File: src/sv/tccw_pkg.sv
`timescale 1ns / 1ps
// ----------------------------------------------------------------------------
// Text console cell writer package
// Shared types and constants: command codes, classified operations, the
// command item passed from front to back, and the result item.
// ----------------------------------------------------------------------------
package tccw_pkg;

  // Command codes on the cmd input.
  localparam logic [1:0] CMD_PRINT_CUR = 2'd0;
  localparam logic [1:0] CMD_PRINT_AT  = 2'd1;
  localparam logic [1:0] CMD_MOVE      = 2'd2;
  localparam logic [1:0] CMD_UNUSED    = 2'd3;

  // Configuration register indexes.
  localparam logic REG_FG_COLOR = 1'b0;
  localparam logic REG_BG_COLOR = 1'b1;

  localparam logic [7:0] NEWLINE_CODE = 8'd10;
  localparam int         RESET_ROW    = 19;
  localparam logic [3:0] FG_RESET     = 4'd2;
  localparam logic [3:0] BG_RESET     = 4'd0;

  localparam int ADDR_W = 11;
  localparam int DATA_W = 16;
  localparam int COL_W  = 7;
  localparam int ROW_W  = 5;

  // Operation decided by the front end.
  typedef enum logic [2:0] {
    OP_PRINT_CUR,
    OP_NEWLINE,
    OP_PRINT_AT,
    OP_MOVE,
    OP_BAD,
    OP_NOP
  } op_t;

  typedef struct packed {
    op_t        op;
    logic [7:0] ch;
    logic [7:0] col;
    logic [7:0] row;
  } item_t;

  typedef struct packed {
    logic              write_valid;
    logic [ADDR_W-1:0] write_addr;
    logic [DATA_W-1:0] write_data;
    logic              status;
    logic [COL_W-1:0]  cur_col_out;
    logic [ROW_W-1:0]  cur_row_out;
  } result_t;

endpackage

File: src/sv/text_console_cell_writer.sv
`timescale 1ns / 1ps
// A pushed command waits in the command queue, is carried out by the back end,
// which updates the cursor and forms the cell address with one small multiply,
// and shows at the result ports (empty low). The back end takes one command per
// cycle while the result queue has room or is being drained.
// Reset (synchronous, active high): both queues empty, cursor at column 0 of
// row 19 modulo the row count, foreground colour 2, background colour 0.
// ----------------------------------------------------------------------------
// Text console cell writer
// Turns print and cursor commands into character cell writes for a text
// screen of COLUMNS by ROWS cells.
// ----------------------------------------------------------------------------
module text_console_cell_writer #(
  parameter int COLUMNS = 80,
  parameter int ROWS    = 25
) (
  input  logic        clk,
  input  logic        rst,
  // Command side, queue style: a transfer happens when push is high and
  // full is low.
  input  logic        push,
  output logic        full,
  input  logic [1:0]  cmd,
  input  logic [7:0]  char_code,
  input  logic [7:0]  target_col,
  input  logic [7:0]  target_row,
  // Result side, queue style: the oldest result is shown while empty is
  // low and is transferred when pop is high.
  output logic        empty,
  input  logic        pop,
  output logic        write_valid,
  output logic [10:0] write_addr,
  output logic [15:0] write_data,
  output logic        status,
  output logic [6:0]  cur_col_out,
  output logic [4:0]  cur_row_out,
  // Configuration write channel. It is always ready; writes are meant to
  // happen only while the block is idle.
  input  logic        cfg_valid,
  output logic        cfg_ready,
  input  logic        cfg_addr,
  input  logic [3:0]  cfg_data
);

  tccw_pkg::item_t   front_item;
  tccw_pkg::item_t   queue_head;
  tccw_pkg::result_t back_res;
  logic              queue_empty;
  logic              queue_pop;
  logic [3:0]        fg_colour;
  logic [3:0]        bg_colour;

  // Colour registers. Index 0 is the foreground colour, index 1 the
  // background colour.
  assign cfg_ready = 1'b1;

  always_ff @(posedge clk) begin
    if (rst) begin
      fg_colour <= tccw_pkg::FG_RESET;
      bg_colour <= tccw_pkg::BG_RESET;
    end else if (cfg_valid && cfg_ready) begin
      unique case (cfg_addr)
        tccw_pkg::REG_FG_COLOR: fg_colour <= cfg_data;
        tccw_pkg::REG_BG_COLOR: bg_colour <= cfg_data;
        default: begin
        end
      endcase
    end
  end

  // The front end decodes the command and does the range check while the
  // command is being transferred in; the classified item goes straight
  // into the command queue.
  tccw_front #(
    .COLUMNS (COLUMNS),
    .ROWS    (ROWS)
  ) u_front (
    .cmd        (cmd),
    .char_code  (char_code),
    .target_col (target_col),
    .target_row (target_row),
    .item       (front_item)
  );

  // The command queue lets the input side keep accepting while the back
  // end waits on a stalled result consumer.
  tccw_queue u_queue (
    .clk       (clk),
    .rst       (rst),
    .push      (push),
    .push_item (front_item),
    .full      (full),
    .pop       (queue_pop),
    .head      (queue_head),
    .empty     (queue_empty)
  );

  // The back end owns the cursor and the result queue; it takes one command
  // from the queue in any cycle in which the result queue has room or is
  // being drained.
  tccw_back #(
    .COLUMNS (COLUMNS),
    .ROWS    (ROWS)
  ) u_back (
    .clk        (clk),
    .rst        (rst),
    .head       (queue_head),
    .head_empty (queue_empty),
    .head_pop   (queue_pop),
    .fg_colour  (fg_colour),
    .bg_colour  (bg_colour),
    .res        (back_res),
    .res_empty  (empty),
    .res_pop    (pop)
  );

  assign write_valid = back_res.write_valid;
  assign write_addr  = back_res.write_addr;
  assign write_data  = back_res.write_data;
  assign status      = back_res.status;
  assign cur_col_out = back_res.cur_col_out;
  assign cur_row_out = back_res.cur_row_out;

endmodule

File: src/sv/tccw_front.sv
`timescale 1ns / 1ps
// ----------------------------------------------------------------------------
// Front end
// Classifies an incoming command into an operation, including the
// position range check, so the back end only has to carry it out.
// ----------------------------------------------------------------------------
module tccw_front #(
  parameter int COLUMNS = 80,
  parameter int ROWS    = 25
) (
  input  logic               [1:0] cmd,
  input  logic               [7:0] char_code,
  input  logic               [7:0] target_col,
  input  logic               [7:0] target_row,
  output tccw_pkg::item_t          item
);

  logic pos_ok;
  logic is_nl;

  assign pos_ok = ({1'b0, target_col} < 9'(COLUMNS)) && ({1'b0, target_row} < 9'(ROWS));
  assign is_nl  = (char_code == tccw_pkg::NEWLINE_CODE);

  always_comb begin
    item.ch  = char_code;
    item.col = target_col;
    item.row = target_row;
    unique case (cmd)
      tccw_pkg::CMD_PRINT_CUR: begin
        item.op = is_nl ? tccw_pkg::OP_NEWLINE : tccw_pkg::OP_PRINT_CUR;
      end
      tccw_pkg::CMD_PRINT_AT: begin
        if (!pos_ok) begin
          item.op = tccw_pkg::OP_BAD;
        end else if (is_nl) begin
          item.op = tccw_pkg::OP_NOP;
        end else begin
          item.op = tccw_pkg::OP_PRINT_AT;
        end
      end
      tccw_pkg::CMD_MOVE: begin
        item.op = pos_ok ? tccw_pkg::OP_MOVE : tccw_pkg::OP_BAD;
      end
      tccw_pkg::CMD_UNUSED: begin
        item.op = tccw_pkg::OP_NOP;
      end
      default: begin
        item.op = tccw_pkg::OP_NOP;
      end
    endcase
  end

endmodule

File: src/sv/tccw_queue.sv
`timescale 1ns / 1ps
// ----------------------------------------------------------------------------
// Command queue
// Two-entry queue of classified commands between front and back end.
// ----------------------------------------------------------------------------
module tccw_queue (
  input  logic            clk,
  input  logic            rst,
  input  logic            push,
  input  tccw_pkg::item_t push_item,
  output logic            full,
  input  logic            pop,
  output tccw_pkg::item_t head,
  output logic            empty
);

  tccw_pkg::item_t entries [2];
  logic       wr_ptr;
  logic       rd_ptr;
  logic [1:0] count;
  logic       do_push;
  logic       do_pop;

  assign full    = (count == 2'd2);
  assign empty   = (count == 2'd0);
  assign do_push = push && !full;
  assign do_pop  = pop && !empty;
  assign head    = entries[rd_ptr];

  always_ff @(posedge clk) begin
    if (do_push) begin
      entries[wr_ptr] <= push_item;
    end
  end

  always_ff @(posedge clk) begin
    if (rst) begin
      wr_ptr <= 1'b0;
      rd_ptr <= 1'b0;
      count  <= 2'd0;
    end else begin
      if (do_push) begin
        wr_ptr <= ~wr_ptr;
      end
      if (do_pop) begin
        rd_ptr <= ~rd_ptr;
      end
      count <= count + 2'(do_push) - 2'(do_pop);
    end
  end

  a_count_range: assert property (@(posedge clk) disable iff (rst) count <= 2'd2)
    else $error("command queue count out of range");
  a_ptr_spacing: assert property (@(posedge clk) disable iff (rst)
    (count == 2'd0 || count == 2'd2) |-> (wr_ptr == rd_ptr))
    else $error("command queue pointers disagree with count");
  a_count_step: assert property (@(posedge clk) disable iff (rst)
    (do_push && !do_pop) |=> (count == $past(count) + 2'd1))
    else $error("command queue count did not follow a push");

endmodule

File: src/sv/tccw_back.sv
`timescale 1ns / 1ps
// ----------------------------------------------------------------------------
// Back end
// Holds the cursor and carries out one classified command a cycle while its
// two-entry result queue has room or is being drained; results go there.
// ----------------------------------------------------------------------------
module tccw_back #(
  parameter int COLUMNS = 80,
  parameter int ROWS    = 25
) (
  input  logic              clk,
  input  logic              rst,
  input  tccw_pkg::item_t   head,
  input  logic              head_empty,
  output logic              head_pop,
  input  logic [3:0]        fg_colour,
  input  logic [3:0]        bg_colour,
  output tccw_pkg::result_t res,
  output logic              res_empty,
  input  logic              res_pop
);

  localparam int CW       = $clog2(COLUMNS);
  localparam int RW       = $clog2(ROWS);
  localparam int PW       = $clog2(ROWS * COLUMNS + 1);
  localparam int ResetRow = tccw_pkg::RESET_ROW % ROWS;

  logic [CW-1:0]     cursor_col;
  logic [RW-1:0]     cursor_row;
  logic [CW-1:0]     cursor_col_next;
  logic [RW-1:0]     cursor_row_next;
  logic [CW:0]       col_inc;
  logic [RW-1:0]     row_inc;
  logic [CW-1:0]     sel_col;
  logic [RW-1:0]     sel_row;
  logic [PW-1:0]     cell_index;
  tccw_pkg::result_t result;

  tccw_pkg::result_t slots [2];
  logic       wr_ptr;
  logic       rd_ptr;
  logic [1:0] count;
  logic       do_res_pop;

  assign res_empty  = (count == 2'd0);
  assign do_res_pop = res_pop && !res_empty;
  assign head_pop   = !head_empty && ((count != 2'd2) || do_res_pop);
  assign res        = slots[rd_ptr];

  assign col_inc = {1'b0, cursor_col} + (CW + 1)'(1);
  assign row_inc = (cursor_row == RW'(ROWS - 1)) ? '0 : cursor_row + RW'(1);

  assign sel_col    = (head.op == tccw_pkg::OP_PRINT_AT) ? CW'(head.col) : cursor_col;
  assign sel_row    = (head.op == tccw_pkg::OP_PRINT_AT) ? RW'(head.row) : cursor_row;
  assign cell_index = PW'(sel_row) * PW'(COLUMNS) + PW'(sel_col);

  always_comb begin
    cursor_col_next    = cursor_col;
    cursor_row_next    = cursor_row;
    result.write_valid = 1'b0;
    result.status      = 1'b0;
    unique case (head.op)
      tccw_pkg::OP_PRINT_CUR: begin
        result.write_valid = 1'b1;
        if (col_inc == (CW + 1)'(COLUMNS)) begin
          cursor_col_next = '0;
          cursor_row_next = row_inc;
        end else begin
          cursor_col_next = col_inc[CW-1:0];
        end
      end
      tccw_pkg::OP_NEWLINE: begin
        cursor_col_next = '0;
        cursor_row_next = row_inc;
      end
      tccw_pkg::OP_PRINT_AT: begin
        result.write_valid = 1'b1;
      end
      tccw_pkg::OP_MOVE: begin
        cursor_col_next = CW'(head.col);
        cursor_row_next = RW'(head.row);
      end
      tccw_pkg::OP_BAD: begin
        result.status = 1'b1;
      end
      tccw_pkg::OP_NOP: begin
      end
      default: begin
      end
    endcase
    result.write_addr  = result.write_valid ? tccw_pkg::ADDR_W'(cell_index) : '0;
    result.write_data  = result.write_valid ? {bg_colour, fg_colour, head.ch} : '0;
    result.cur_col_out = tccw_pkg::COL_W'(cursor_col_next);
    result.cur_row_out = tccw_pkg::ROW_W'(cursor_row_next);
  end

  always_ff @(posedge clk) begin
    if (head_pop) begin
      slots[wr_ptr] <= result;
    end
  end

  always_ff @(posedge clk) begin
    if (rst) begin
      cursor_col <= '0;
      cursor_row <= RW'(ResetRow);
      wr_ptr     <= 1'b0;
      rd_ptr     <= 1'b0;
      count      <= 2'd0;
    end else begin
      if (head_pop) begin
        cursor_col <= cursor_col_next;
        cursor_row <= cursor_row_next;
        wr_ptr     <= ~wr_ptr;
      end
      if (do_res_pop) begin
        rd_ptr <= ~rd_ptr;
      end
      count <= count + 2'(head_pop) - 2'(do_res_pop);
    end
  end

  a_col_range: assert property (@(posedge clk) disable iff (rst)
    {1'b0, cursor_col} < (CW + 1)'(COLUMNS))
    else $error("cursor column beyond line length");
  a_row_range: assert property (@(posedge clk) disable iff (rst)
    {1'b0, cursor_row} < (RW + 1)'(ROWS))
    else $error("cursor row beyond screen height");
  a_res_count: assert property (@(posedge clk) disable iff (rst) count <= 2'd2)
    else $error("result queue count out of range");
  a_hold_cursor: assert property (@(posedge clk) disable iff (rst)
    !head_pop |=> ($stable(cursor_col) && $stable(cursor_row)))
    else $error("cursor changed without a command");

endmodule

File: config.mk
export PLATFORM = sky130hd
export DESIGN_NAME = text_console_cell_writer
export DESIGN_NICKNAME = d
export VERILOG_FILES = /design/src/sv/tccw_pkg.sv /design/src/sv/text_console_cell_writer.sv /design/src/sv/tccw_front.sv /design/src/sv/tccw_queue.sv /design/src/sv/tccw_back.sv
export SDC_FILE = /design/constraint.sdc
export NUM_CORES = 1
export LEC_CHECK = 0
export ABC_AREA = 1
export ABC_CLOCK_PERIOD_IN_PS = 5200
export BUFFER_PORTS_ARGS = -buffer_cell sky130_fd_sc_hd__buf_4
export CORE_MARGIN = 2
export CORE_UTILIZATION = 40
export CTS_CLUSTER_SIZE = 12
export DETAILED_ROUTE_END_ITERATION = 8
export GPL_ROUTABILITY_DRIVEN = 0
export GPL_TIMING_DRIVEN = 0
export SLEW_MARGIN = 20
export SYNTH_ARGS = -nofsm -noshare
export SYNTH_HDL_FRONTEND = slang
export SYNTH_SLANG_ARGS = --single-unit
export TNS_END_PERCENT = 50
File: constraint.sdc
create_clock -name clk -period 5.2 [get_ports clk]
set_clock_uncertainty 0.05 [all_clocks]
set_input_delay 0.52 -clock clk [delete_from_list [all_inputs] [get_ports clk]]
set_output_delay 0.52 -clock clk [all_outputs]
set_load 0.02 [all_outputs]
==> metrics.md <==
| Metric | Value |
|---|---|
| Count leader, synth | `edfxtp_1` |
| Post-synthesis register bit count | `158` |
| Area of the multi-input gates | `2330 sq um` |
| Synthesized area per cell | `11.5 sq um` |
| Distinct cell type count after synthesis | `42` |
| Synth top area cells | `edfxtp_1 (54%), dfxtp_1 (8.5%), mux2_2 (6.5%)` |
| Critical Path RT | `5.30 ns` |
| Syn_nets | `669` |
| Final Critical Period | `3.92 ns` |
| Worst skew pair latency | `0.42 ns` |
| Top delay family on crit path | `adder cells` |
| Slew at the pin with the worst max-slew slack | `0.771 ns` |
| # Post-CTS Setup Buffers | `0` |
| Fraction of layout cells with a size suffix above 1 | `0.257` |
| Yosys top cell area share | `0.544` |
| CP Capture Type | `register` |
| Post-synth top area cell | `edfxtp_1` |
| Worst path depth | `17` |
| Startpoint Class | `register` |
| Vert. Die Dim | `137 um` |
| Sink Count | `158` |
| Initial antenna violation count | `0` |
| Num CTS Buffers | `17` |
| Die ar. | `18800 sq um` |
| DP HPWL | `10400 um` |
| Post-synth top cells | `edfxtp_1 (128), nand2_1 (102), inv_1 (55)` |
| Slowest CP cell | `o21ai_0` |
| H-tree levels | `4` |
| Slew headroom | `0.485` |
| Mapped Cells | `615` |
| Initial core utilization | `0.409` |
| Boundary Pins | `80` |
| N_diodes | `0` |
| Final setup fails | `0` |
| Worst vdd ir | `0.312 mV` |
| Core footprint | `17300 sq um` |
| Dpl ws | `1.29 ns` |
| IO buf count | `78` |
| Crit path cell chain | `buf_6, o21ai_4, inv_2, nor2_4, nand2_2, clkbuf_1, o21ai_0, ha_1, ha_1, inv_1, fa_1, inv_1, nand2_1, nor2_1, xor2_1, xnor2_1, nor2_1` |
| 1st-pass router iterations | `5` |
| CP max stage delay | `0.55 ns` |
| Clock Tree Buf Depth | `2` |
| FF/Latch Area | `4440 sq um` |
| Static Leak | `0.00341 uW` |
| Routed via count | `4680` |
| Global-route wire length before repair | `22600 um` |
| Hold path depth | `1` |
| Yosys warning total | `0` |
| Ys async rst share | `0` |
| Netlist Area Pre-Place | `7070 sq um` |
| CTS root buffer | `clkbuf_16` |
| CP Class | `register to register` |
| Total grt overflow | `0` |
| Crit path max fanout | `10` |
| Register-to-Register Path Depth | `17` |
| Vias per inst | `4.92` |
| Worst Hold Class | `input port to register` |
| Post-synth EDFFs | `128` |
| WP buf/inv | `5` |
| Final Hold Viols | `0` |
| DRC | `0` |
| Crit share post-route | `0.753` |
| Prevailing post-synth register cell | `edfxtp_1` |
| Global-route usage over all layers | `0.161` |
| Hold buffers post-CTS | `0` |
| Syn-to-layout area delta | `21.2%` |
| Setup_tns | `0 ns` |
| Routed Antenna Nets | `0` |
| Vias in the first global route | `4593` |
| Power Dens Cells | `657 nW/um^2` |
| Sequential cell area fraction in the yosys report | `0.628` |
| Status | `complete, no violations` |
| Peak Freq | `255 MHz` |
| # nets final | `768` |
| Routed length per instance | `15.1 um` |
| Post-cts resize count | `0` |
| Clock transition at path regs | `0.06 ns` |
| Number of max-cap violations | `0` |
| Post-route setup slack | `1.28 ns` |
| RSZ-0062 raised after global routing | `no` |
| WP data arrival | `4.02 ns` |
| Die Width | `137 um` |
| Row count | `48` |
| Largest net degree at the start of global routing | `25` |
| TritonCTS clock tree | `built` |
| Initial DRC Count | `230` |
| Fillers | `1528` |
| Max Transition Viols Final | `0` |
| Drt total wl | `14400 um` |
==> per-layer routing <==
metal | wire length [um] | up-vias | GRT usage | part of all wire
li1 | - | 2340 | - | -
met1 | 6370 | 2195 | 0.202 | 0.44
met2 | 7070 | 128 | 0.268 | 0.49
met3 | 699 | 17 | 0.0381 | 0.049
met4 | 232 | 0 | 0.0670 | 0.016
met5 | 0 | - | 0 | 0
==> cell families (layout without fill, tap and decap cells) <==
kind of cell | after synthesis | count (layout) | synth area share
flops | 158 | 158 | 0.628
other cells | 1 | 1 | 0.000530
simple gates | 212 | 212 | 0.134
compound gates | 93 | 93 | 0.0736
mux | 49 | 49 | 0.0766
buf+inv | 79 | 191 | 0.0464
xor+xnor | 5 | 5 | 0.00619
fa+ha+maj | 18 | 18 | 0.0340
==> worst reg2reg max path, delay by kind of cell, from the launching register on <==
family / cells / cell delay (ns)
AOI/OAI and AO/OA: 2 / 0.79
xor gates and xnor gates: 2 / 0.34
adders and majority gates: 3 / 0.99
buffers and inverters: 5 / 0.61
DFF: 1 / 0.31
and+or+nand+nor: 5 / 0.56
==> path summary, 6_finish.rpt <==
kind,from,endpoint,slack (ns)
setup / recovery,register,u_back.slots[1][39],1.28
hold / removal,target_col[1],u_queue.entries[0][9],0.23
setup reg to reg,register,u_back.slots[1][39],1.28
hold reg to reg,bg_colour[1],bg_colour[1],0.41
==> cell usage in the layout (no fill, tap or decap), types with 4 or more instances in the layout <==
master,count
nand4_1,7
mux2_2,41
nor2_4,7
clkbuf_16,17
a21oi_1,39
mux2i_1,8
clkinv_2,5
inv_1,55
o21ai_0,32
nand2_1,102
dfxtp_1,30
nor2_1,44
buf_4,82
ha_1,16
nand3_1,28
o22ai_1,4
xor2_1,4
clkbuf_1,14
o21ai_1,4
nand2_2,7
nand3b_1,4
edfxtp_1,128
==> sequential cells by signal, summed over array words and instances, names as in the netlist, named ones only <==
signal,flops
u_back.wr_ptr,1
u_back.cursor_col,7
u_queue.wr_ptr,1
u_back.rd_ptr,1
bg_colour,4
u_queue.rd_ptr,1
u_back.count,2
fg_colour,4
u_back.cursor_row,5
u_back.slots,82
u_queue.count,2
u_queue.entries,46
==> cell type report <==
| class | count | share of cell area |
|---|---|---|
| Buffer | 21 | 0.0128 |
| Tap cell | 225 | 0.0329 |
| Clock buffer | 21 | 0.0526 |
| Clock inverter | 11 | 0.0111 |
| Inverter | 58 | 0.0254 |
| Sequential cell | 158 | 0.519 |
| Timing Repair Buffer | 80 | 0.0748 |
| Multi-Input combinational cell | 378 | 0.272 |
==> power breakdown <==
part	internal, uW	switching, uW	total (uW)	leakage, uW
Clock	666	468	1130	0.000263
Sequential	1900	155	2060	0.00146
Combinational	932	1510	2440	0.00168
Total	3500	2130	5630	0.00341
==> stage by stage <==
stage / cells / hold WS [ns] / utilization / power [uW] / cell area (sq um)
2_1_floorplan: 615 / 0.376 / - / 3710 / 7070
3_3_place_gp: 918 / 0.387 / 0.459 / 4420 / 7940
3_5_place_dp: 920 / 0.392 / 0.464 / 4540 / 8020
4_1_cts: 952 / 0.211 / 0.495 / 5680 / 8570
5_1_grt: 952 / 0.208 / 0.495 / 6030 / 8570
6_report: 952 / 0.227 / 0.495 / 5630 / 8570
Power figures use the tool's default switching activity.
